--- config.mk ---
export PLATFORM = sky130hd
export DESIGN_NAME = byte_port_ata_register_bridge_flat
export DESIGN_NICKNAME = d
export VERILOG_FILES = /design/src/sv/bpar_pkg.sv /design/src/sv/bpar_req_if.sv /design/src/sv/bpar_rsp_if.sv /design/src/sv/bpar_step.sv /design/src/sv/byte_port_ata_register_bridge.sv /design/src/flat_wrapper.sv
export SDC_FILE = /design/constraint.sdc
export NUM_CORES = 1
export LEC_CHECK = 0
export BUFFER_PORTS_ARGS = -buffer_cell sky130_fd_sc_hd__buf_2
export CAP_MARGIN = 20
export CELL_PAD_IN_SITES_DETAIL_PLACEMENT = 1
export CELL_PAD_IN_SITES_GLOBAL_PLACEMENT = 2
export CORE_ASPECT_RATIO = 1.1
export CORE_UTILIZATION = 36
export DETAILED_ROUTE_END_ITERATION = 16
export PLACE_DENSITY = 0.85
export SETUP_SLACK_MARGIN = 0.4
export SYNTH_ARGS = -nofsm -noshare
export SYNTH_HDL_FRONTEND = slang
export SYNTH_SLANG_ARGS = --single-unit
--- constraint.sdc ---
create_clock -name i_clk -period 5.5 [get_ports i_clk]
set_input_delay 0.275 -clock i_clk [delete_from_list [all_inputs] [get_ports i_clk]]
set_output_delay 0.275 -clock i_clk [all_outputs]
set_load 0.1 [all_outputs]
--- src/sv/bpar_pkg.sv ---
package bpar_pkg;

    // Unlock sequence and session control bytes.
    localparam logic [7:0] UNLOCK_A      = 8'h72;
    localparam logic [7:0] UNLOCK_B      = 8'h34;
    localparam logic [7:0] UNLOCK_C      = 8'h61;
    localparam logic [7:0] UNLOCK_REPLY  = 8'hE7;
    localparam logic [7:0] CMD_CLOSE     = 8'hF3;
    localparam logic [7:0] CMD_IGNORED   = 8'hE3;

    // Block transfer commands and register ids.
    localparam logic [7:0] CMD_BLOCK_OUT = 8'h43;
    localparam logic [7:0] CMD_BLOCK_IN  = 8'h53;
    localparam logic [7:0] CMD_BLOCK_END = 8'h51;
    localparam logic [7:0] ID_DATA_READ  = 8'h41;
    localparam logic [7:0] ID_DATA_WRITE = 8'h12;
    localparam logic [7:0] CMD_STATUS    = 8'h21;
    localparam logic [7:0] CMD_RESET     = 8'h13;

    localparam logic [1:0] UNLOCK_DONE   = 2'd3;

    typedef enum logic [1:0] {
        PH_ID     = 2'd0,
        PH_LOW    = 2'd1,
        PH_HIGH   = 2'd2,
        PH_STATUS = 2'd3
    } t_phase;

    typedef enum logic [1:0] {
        BM_NONE   = 2'd0,
        BM_OUT    = 2'd1,
        BM_IN     = 2'd2,
        BM_IN_END = 2'd3
    } t_block_mode;

    typedef struct packed {
        logic        session;
        logic [1:0]  unlock;
        logic [7:0]  cur_reg;
        t_phase      phase;
        logic [7:0]  low_latch;
        logic [15:0] fetched;
        t_block_mode block;
        logic [15:0] checksum;
        logic        reset_hold;
    } t_state;

    typedef struct packed {
        logic [7:0]  read_byte;
        logic        drive_write;
        logic        drive_read;
        logic [7:0]  drive_reg;
        logic [15:0] drive_value;
        logic        reset_line;
        logic        session_open;
    } t_result;

endpackage

--- src/sv/bpar_req_if.sv ---
interface bpar_req_if;
    logic        valid;
    logic        ready;
    logic        access_is_read;
    logic [7:0]  port_byte;
    logic [15:0] drive_word;
    logic        drive_done;

    modport source (
        output valid, access_is_read, port_byte, drive_word, drive_done,
        input  ready
    );
    modport sink (
        input  valid, access_is_read, port_byte, drive_word, drive_done,
        output ready
    );
endinterface

--- src/sv/bpar_rsp_if.sv ---
interface bpar_rsp_if;
    logic        valid;
    logic        ready;
    logic [7:0]  read_byte;
    logic        drive_write;
    logic        drive_read;
    logic [7:0]  drive_reg;
    logic [15:0] drive_value;
    logic        reset_line;
    logic        session_open;

    modport source (
        output valid, read_byte, drive_write, drive_read, drive_reg, drive_value,
               reset_line, session_open,
        input  ready
    );
    modport sink (
        input  valid, read_byte, drive_write, drive_read, drive_reg, drive_value,
               reset_line, session_open,
        output ready
    );
endinterface

--- src/sv/bpar_step.sv ---
module bpar_step #(
    parameter int BLOCK_WORDS = 256,
    localparam int CNT_W = $clog2(BLOCK_WORDS)
) (
    input  bpar_pkg::t_state  i_state,
    input  logic [CNT_W-1:0]  i_count,
    input  logic              i_access_is_read,
    input  logic [7:0]        i_port_byte,
    input  logic [15:0]       i_drive_word,
    input  logic              i_drive_done,
    output bpar_pkg::t_state  o_state,
    output logic [CNT_W-1:0]  o_count,
    output bpar_pkg::t_result o_result
);
    import bpar_pkg::*;

    localparam logic [CNT_W-1:0] CNT_LAST = CNT_W'(BLOCK_WORDS - 1);

    t_state      s;
    t_result     r;
    logic [CNT_W-1:0] cnt;
    logic        wkind;
    logic        add_en;
    logic [15:0] add_word;
    logic [7:0]  unlock_byte;
    logic        unlock_hit;

    always_comb begin
        case (i_state.unlock)
            2'd0:    unlock_byte = UNLOCK_A;
            2'd1:    unlock_byte = UNLOCK_B;
            2'd2:    unlock_byte = UNLOCK_C;
            default: unlock_byte = UNLOCK_A;
        endcase
        unlock_hit = (i_state.unlock != UNLOCK_DONE) && (i_port_byte == unlock_byte);
    end

    always_comb begin
        s        = i_state;
        cnt      = i_count;
        r        = '0;
        add_en   = 1'b0;
        add_word = '0;
        wkind    = i_state.cur_reg[1];

        if (!i_state.session) begin
            if (i_access_is_read) begin
                if (i_state.unlock == UNLOCK_DONE) begin
                    r.read_byte = UNLOCK_REPLY;
                    s.session   = 1'b1;
                    s.phase     = PH_ID;
                    s.block     = BM_NONE;
                end
                s.unlock = 2'd0;
            end else if (unlock_hit) begin
                s.unlock = i_state.unlock + 2'd1;
            end else begin
                s.unlock = (i_port_byte == UNLOCK_A) ? 2'd1 : 2'd0;
            end
        end else if (!i_access_is_read) begin
            if (i_state.phase == PH_LOW && wkind) begin
                s.low_latch = i_port_byte;
                s.phase     = PH_HIGH;
            end else if (i_state.phase == PH_HIGH && wkind) begin
                if (i_state.cur_reg == CMD_RESET) begin
                    s.reset_hold = i_port_byte[0];
                end else begin
                    r.drive_write = 1'b1;
                    r.drive_reg   = i_state.cur_reg;
                    r.drive_value = {i_port_byte, i_state.low_latch};
                    if (i_state.block == BM_OUT && i_state.cur_reg == ID_DATA_WRITE) begin
                        add_en   = 1'b1;
                        add_word = {i_port_byte, i_state.low_latch};
                    end
                end
                s.phase = PH_ID;
            end else begin
                // Any other write is a command or a new register id.
                if (i_port_byte == CMD_CLOSE) begin
                    s.session = 1'b0;
                    s.unlock  = 2'd0;
                    s.phase   = PH_ID;
                    s.block   = BM_NONE;
                end else if (i_port_byte == CMD_IGNORED) begin
                    s.phase = PH_ID;
                end else if (i_port_byte == CMD_RESET) begin
                    s.cur_reg = i_port_byte;
                    s.phase   = PH_HIGH;
                end else if (i_port_byte == CMD_STATUS) begin
                    s.cur_reg = i_port_byte;
                    s.phase   = PH_STATUS;
                end else if (i_port_byte == CMD_BLOCK_OUT || i_port_byte == CMD_BLOCK_IN) begin
                    s.block    = (i_port_byte == CMD_BLOCK_OUT) ? BM_OUT : BM_IN;
                    s.checksum = '0;
                    cnt        = '0;
                    s.phase    = PH_ID;
                end else if (i_port_byte == CMD_BLOCK_END) begin
                    if (i_state.block == BM_IN) begin
                        s.block = BM_IN_END;
                    end
                    s.phase = PH_ID;
                end else begin
                    s.cur_reg = i_port_byte;
                    s.phase   = PH_LOW;
                end
            end
        end else begin
            if (i_state.phase == PH_LOW && !wkind) begin
                if (i_state.cur_reg == ID_DATA_READ &&
                    (i_state.block == BM_OUT || i_state.block == BM_IN_END)) begin
                    s.fetched = i_state.checksum;
                    s.block   = BM_NONE;
                end else begin
                    r.drive_read = 1'b1;
                    r.drive_reg  = i_state.cur_reg;
                    s.fetched    = i_drive_word;
                end
                r.read_byte = s.fetched[7:0];
                s.phase     = PH_HIGH;
            end else if (i_state.phase == PH_HIGH && !wkind) begin
                r.read_byte = i_state.fetched[15:8];
                if (i_state.block == BM_IN && i_state.cur_reg == ID_DATA_READ) begin
                    add_en   = 1'b1;
                    add_word = i_state.fetched;
                end
                s.phase = PH_ID;
            end else if (i_state.phase == PH_STATUS) begin
                r.read_byte = {7'd0, i_drive_done};
                s.phase     = PH_ID;
            end else if (i_state.phase == PH_ID && i_state.block == BM_IN) begin
                // A bare read during block in streams the next drive word.
                r.drive_read = 1'b1;
                r.drive_reg  = ID_DATA_READ;
                s.cur_reg    = ID_DATA_READ;
                s.fetched    = i_drive_word;
                r.read_byte  = i_drive_word[7:0];
                s.phase      = PH_HIGH;
            end
        end

        if (add_en) begin
            s.checksum = i_state.checksum ^ (add_word + 16'(i_count));
            cnt        = (i_count == CNT_LAST) ? '0 : i_count + 1'b1;
        end

        r.reset_line   = s.reset_hold;
        r.session_open = s.session;
    end

    assign o_state  = s;
    assign o_count  = cnt;
    assign o_result = r;

endmodule

--- src/sv/byte_port_ata_register_bridge.sv ---
// Byte-wide host port to ATA taskfile bridge.
// Each host port access enters on i_req as one transaction: a write carries
// port_byte, a read ignores it. drive_word and drive_done show what the drive
// presents for that access. Exactly one result leaves on o_rsp per request:
// the byte returned to the host, the drive write or fetch strobe with its
// register id and word, and the current reset line and session flag.
// A request accepted at one edge has its result valid right after that edge.
// Throughput is one request per cycle while the receiver takes each result;
// it is set by the single session state register, updated in the accept cycle.
// The result register frees itself when o_rsp is taken, so a new request is
// accepted in the same cycle that the previous result leaves. When the
// receiver stalls, the result holds and i_req.ready drops until it is taken.
// Synchronous reset closes the session, clears the unlock progress, the
// block checksum and word index, releases the drive reset line and empties
// the result register.
module byte_port_ata_register_bridge #(
    parameter int BLOCK_WORDS = 256
) (
    input  logic       i_clk,
    input  logic       i_rst_n,
    bpar_req_if.sink   i_req,
    bpar_rsp_if.source o_rsp
);
    import bpar_pkg::*;

    localparam int CNT_W = $clog2(BLOCK_WORDS);

    t_state           r_state;
    t_state           n_state;
    logic [CNT_W-1:0] r_count;
    logic [CNT_W-1:0] n_count;
    t_result          r_result;
    t_result          n_result;
    logic             r_valid;
    logic             accept;

    assign i_req.ready = !r_valid || o_rsp.ready;
    assign accept      = i_req.valid && i_req.ready;

    bpar_step #(
        .BLOCK_WORDS(BLOCK_WORDS)
    ) u_step (
        .i_state         (r_state),
        .i_count         (r_count),
        .i_access_is_read(i_req.access_is_read),
        .i_port_byte     (i_req.port_byte),
        .i_drive_word    (i_req.drive_word),
        .i_drive_done    (i_req.drive_done),
        .o_state         (n_state),
        .o_count         (n_count),
        .o_result        (n_result)
    );

    always_ff @(posedge i_clk) begin
        if (!i_rst_n) begin
            r_state <= '0;
            r_count <= '0;
            r_valid <= 1'b0;
        end else if (accept) begin
            r_state <= n_state;
            r_count <= n_count;
            r_valid <= 1'b1;
        end else if (o_rsp.ready) begin
            r_valid <= 1'b0;
        end
    end

    always_ff @(posedge i_clk) begin
        if (accept) begin
            r_result <= n_result;
        end
    end

    assign o_rsp.valid        = r_valid;
    assign o_rsp.read_byte    = r_result.read_byte;
    assign o_rsp.drive_write  = r_result.drive_write;
    assign o_rsp.drive_read   = r_result.drive_read;
    assign o_rsp.drive_reg    = r_result.drive_reg;
    assign o_rsp.drive_value  = r_result.drive_value;
    assign o_rsp.reset_line   = r_result.reset_line;
    assign o_rsp.session_open = r_result.session_open;

endmodule

--- src/flat_wrapper.sv ---
// flat-port wrapper written by rule: the top's interface ports become plain ports
module byte_port_ata_register_bridge_flat import bpar_pkg::*;
#(
    parameter int BLOCK_WORDS = 256
)
  (i_clk, i_rst_n, i_req_valid, i_req_access_is_read, i_req_port_byte, i_req_drive_word, i_req_drive_done, i_req_ready, o_rsp_valid, o_rsp_read_byte, o_rsp_drive_write, o_rsp_drive_read, o_rsp_drive_reg, o_rsp_drive_value, o_rsp_reset_line, o_rsp_session_open, o_rsp_ready);
  bpar_req_if i_req_i ();
  bpar_rsp_if o_rsp_i ();
  input  logic i_clk;
  input  logic i_rst_n;
  input wire logic [$bits(i_req_i.valid)-1:0] i_req_valid;
  input wire logic [$bits(i_req_i.access_is_read)-1:0] i_req_access_is_read;
  input wire logic [$bits(i_req_i.port_byte)-1:0] i_req_port_byte;
  input wire logic [$bits(i_req_i.drive_word)-1:0] i_req_drive_word;
  input wire logic [$bits(i_req_i.drive_done)-1:0] i_req_drive_done;
  output wire logic [$bits(i_req_i.ready)-1:0] i_req_ready;
  output wire logic [$bits(o_rsp_i.valid)-1:0] o_rsp_valid;
  output wire logic [$bits(o_rsp_i.read_byte)-1:0] o_rsp_read_byte;
  output wire logic [$bits(o_rsp_i.drive_write)-1:0] o_rsp_drive_write;
  output wire logic [$bits(o_rsp_i.drive_read)-1:0] o_rsp_drive_read;
  output wire logic [$bits(o_rsp_i.drive_reg)-1:0] o_rsp_drive_reg;
  output wire logic [$bits(o_rsp_i.drive_value)-1:0] o_rsp_drive_value;
  output wire logic [$bits(o_rsp_i.reset_line)-1:0] o_rsp_reset_line;
  output wire logic [$bits(o_rsp_i.session_open)-1:0] o_rsp_session_open;
  input wire logic [$bits(o_rsp_i.ready)-1:0] o_rsp_ready;
  assign i_req_i.valid = i_req_valid;
  assign i_req_i.access_is_read = i_req_access_is_read;
  assign i_req_i.port_byte = i_req_port_byte;
  assign i_req_i.drive_word = i_req_drive_word;
  assign i_req_i.drive_done = i_req_drive_done;
  assign i_req_ready = i_req_i.ready;
  assign o_rsp_valid = o_rsp_i.valid;
  assign o_rsp_read_byte = o_rsp_i.read_byte;
  assign o_rsp_drive_write = o_rsp_i.drive_write;
  assign o_rsp_drive_read = o_rsp_i.drive_read;
  assign o_rsp_drive_reg = o_rsp_i.drive_reg;
  assign o_rsp_drive_value = o_rsp_i.drive_value;
  assign o_rsp_reset_line = o_rsp_i.reset_line;
  assign o_rsp_session_open = o_rsp_i.session_open;
  assign o_rsp_i.ready = o_rsp_ready;
  byte_port_ata_register_bridge #(.BLOCK_WORDS(BLOCK_WORDS)) u_core (.i_clk(i_clk), .i_rst_n(i_rst_n), .i_req(i_req_i), .o_rsp(o_rsp_i));
endmodule
==> flow_summary_export.csv <==
group,metric,value,unit
status,status,"finished clean",
final_layout,largest_register,"u_core.r_state",
clock_tree,htreeDepth,3,
power_and_ir_drop,p_sw,504,uW
detailed_routing,vias_per_cell,5.59,
clock_tree,holdBufCountCts,0,
detailed_routing,wl_per_cell,19.7,um
clock_tree,worstSkewPairLatency,0.36,ns
final_layout,drive_above_1_share,0.156,
setup_path,worst-setup-path-type,"flip-flop to flip-flop",
die,dieHeight,134,um
detailed_routing,drt_iter0_markers,314,
final_layout,fillers,1883,
placement,routabilityCongestion,0.859,
detailed_routing,routed_wl,18100,um
logic_synthesis,synth_fp_nets,708,
power_and_ir_drop,ir_drop,136,uV
logic_synthesis,syn_inst,665,
die,die_w,122,um
die,row_count,48,
grt,first_global_vias,5209,
clock_tree,clock-sinks,101,
sta,min_period_over_period,0.820,
detailed_routing,drc_errors,0,
die,core-area,15600,sq um
logic_synthesis,avgSynthCellArea,8.63,sq um
setup_path,required,5.74,ns
clock_tree,clkTransAtPathRegs,0.08,ns
sta,fin_setup_tns,0,ns
sta,timing_hold_violations_final,0,
clock_tree,clockBufferDepth,2,
power_and_ir_drop,combPwrFrac,0.125,
power_and_ir_drop,power_density,252,nW/um^2
grt,antenna_found_initial,0,
setup_path,end_kind,"flip-flop",
sta,slew_viol_final,0,
grt,grt_pass1_wl,28800,um
clock_tree,cts_tree,"done",
logic_synthesis,synth_cell_types,74,
final_layout,layout.nets,758,
grt,track_usage,0.231,
setup_path,cp_max_fo,17,
die,dieArea,16500,sq um
die,initial_core_util,0.368,
sta,setup_viol,0,
clock_tree,cts.repair.resized,0,
hold_path,hold_class,"input pin to flip-flop",
detailed_routing,ant_nets,0,
final_layout,largest_reg_flops,56,
final_layout,regArea,2380,sq um
final_layout,final_area,6560,sq um
sta,finalClockSkew,0.00947,ns
logic_synthesis,netlist_area,5740,sq um
logic_synthesis,synthFlopType,"dfxtp_1",
sta,tightest_slew,1.00,ns
detailed_routing,first_pass_iters,4,
final_layout,multi_input_area,3160,sq um
final_layout,diodes,0,
logic_synthesis,synth-seq-area-share,0.415,
setup_path,start_kind,"flip-flop",
sta,max-slew-margin-rel,0.330,
clock_tree,cts_inserted_buffers,9,
die,ios,68,
setup_path,arrival,4.75,ns
detailed_routing,vias,5139,
grt,grt.overflow.total,0,
placement,post-dp-hpwl,13500,um
logic_synthesis,synth-edff-count,36,
clock_tree,cts-root-buf,"clkbuf_16",
sta,rsz0062_at_grt,"no",
power_and_ir_drop,p_int,1.15,mW
power_and_ir_drop,p_leak,2.44,nW
power_and_ir_drop,p_sw_frac,0.305,
sta,period_needed,4.51,ns
logic_synthesis,synth_seq_cells,101,
power_and_ir_drop,seqPwrFrac,0.482,
sta,max_freq,222,MHz
placement,postPlaceCellArea,6250,sq um
logic_synthesis,async_flop_share,0,
clock_tree,cts_setup_buffers,0,
sta,hold_ws,0.176,ns
run,maxCapViolCount,0,
logic_synthesis,synth_warnings,0,
power_and_ir_drop,power.share.clock,0.393,
final_layout,area_growth,14.3,%
placement,port_buffers,67,
grt,grt_max_degree,41,
-- final timing paths --
path | from | endpoint | slack [ns] | cells past startpoint
worst max-delay path | u_core.r_state[46]$_SDFFE_PN0P_ | u_core.r_state[15]$_SDFFE_PN0P_ | 0.99 | 16
worst min-delay path | i_req_valid | u_core.o_rsp.valid$_SDFFE_PN0P_ | 0.18 | 3
worst max register to register | u_core.r_state[46]$_SDFFE_PN0P_ | u_core.r_state[15]$_SDFFE_PN0P_ | 0.99 | 16
worst min register to register | u_core.r_state[0]$_SDFFE_PN0P_ | u_core.r_state[0]$_SDFFE_PN0P_ | 0.46 | 2
-- synthesized netlist by cell type (3+ instances only) --
master	n	area, sq um
o21ai_0	32	160
nor4b_1	3	26.3
o21a_1	4	30.0
a211oi_1	3	22.5
and2_1	23	144
dfxtp_1	65	1300
a31oi_1	12	75.1
edfxtp_1	36	1080
a22oi_1	7	52.6
nor3b_1	5	37.5
or4_1	3	22.5
nor2b_1	19	119
a21oi_1	31	155
ha_1	12	150
nand4bb_1	3	33.8
or3_1	5	31.3
nand2b_1	14	87.6
xor2_1	14	123
inv_1	16	60.1
a21o_1	5	37.5
nand2_1	94	353
nand4b_1	3	26.3
nor3_1	8	40.0
and3_1	6	37.5
nand3_1	23	115
o31ai_1	3	22.5
clkbuf_1	33	124
mux2i_1	16	160
a311oi_1	8	70.1
o211ai_1	3	22.5
nand4_1	5	31.3
xnor2_1	6	52.6
a41oi_1	7	61.3
nand3b_1	6	45.0
nor4_1	4	25.0
a21boi_1	4	30.0
nor2_1	76	285
-- cells by family after synthesis --
family                   Yosys count  synth area share
buffers and inverters             55            0.0390
AO/OA/AOI/OAI                    147             0.177
AND/OR/NAND/NOR                  311             0.277
XOR/XNOR                          20            0.0305
flip-flops                       101             0.415
adder cells (fa/ha/maj)           13            0.0296
multiplexers                      18            0.0318
-- final cells by class --
type                            count  share of cell area
Clock buffer                        9              0.0343
Multi-Input combinational cell    509               0.481
Sequential cell                   101               0.363
Clock inverter                      7              0.0116
Tap cell                          200              0.0381
Inverter                           18              0.0103
Timing Repair Buffer               76              0.0614
-- critical path: stages (launching register included) --
cell and delay, ns:
dfxtp_1 0.65, nand4bb_1 0.31, nor2_1 0.10, and4_1 0.27, o21ai_1 0.53, nor2_1 0.14, ha_1 0.27, fa_1 0.44
a21oi_1 0.18, o211ai_1 0.15, o41ai_1 0.26, buf_4 0.19, nor2b_1 0.08, nor3b_1 0.15, a31o_1 0.25, o311ai_2 0.29
o31ai_2 0.11
-- power groups by stage --
stage / registers (mW) / clock network [mW] / logic, mW
after floorplan: 0.908 / 0 / 0.0581
after global placement: 0.812 / 0 / 0.205
after detailed placement: 0.813 / 0 / 0.207
after CTS: 0.795 / 0.664 / 0.207
after global routing: 0.797 / 0.689 / 0.216
final: 0.795 / 0.649 / 0.207
-- routing by layer --
metal	up-vias	GRT usage	share of wire
li1	2473	-	-
met3	24	0.0253	0.037
met5	-	0	0
met4	0	0.0840	0.019
met1	2525	0.294	0.45
met2	117	0.399	0.50
-- through the flow --
step,worst slack (ns),total power [mW],cells,util
floorplan,1.36,0.966,665,-
global placement,1.16,1.02,903,0.400
detailed placement,0.970,1.02,903,0.400
CTS,0.951,1.67,919,0.420
global route,0.681,1.70,920,0.420
finish,0.989,1.65,920,0.420
-- layout by cell type, fill, tap and decap left out, types with 4 or more instances in the layout --
| cell | netlist | layout |
|---|---|---|
| xor2_1 | 14 | 14 |
| nor3b_1 | 5 | 5 |
| a22oi_1 | 7 | 7 |
| nand3b_1 | 6 | 6 |
| and2_1 | 23 | 23 |
| buf_2 | 2 | 67 |
| a41oi_1 | 7 | 7 |
| buf_4 | 0 | 9 |
| clkbuf_16 | 0 | 9 |
| a21boi_1 | 4 | 4 |
| nor2b_1 | 19 | 19 |
| edfxtp_1 | 36 | 36 |
| a31oi_1 | 12 | 12 |
| xnor2_1 | 6 | 6 |
| dfxtp_1 | 65 | 65 |
| inv_6 | 0 | 4 |
| inv_1 | 16 | 16 |
| ha_1 | 12 | 12 |
| a21o_1 | 5 | 5 |
| nand2b_1 | 14 | 14 |
| a21oi_1 | 31 | 31 |
| nand4_1 | 5 | 5 |
| o21ai_0 | 32 | 32 |
| a311oi_1 | 8 | 8 |
| or3_1 | 5 | 5 |
| nor3_1 | 8 | 8 |
| mux2i_1 | 16 | 16 |
| and3_1 | 6 | 6 |
| o21a_1 | 4 | 4 |
| nand3_1 | 23 | 23 |
| nor2_1 | 76 | 75 |
| nand2_1 | 94 | 94 |
Power figures use the tool's default switching activity.
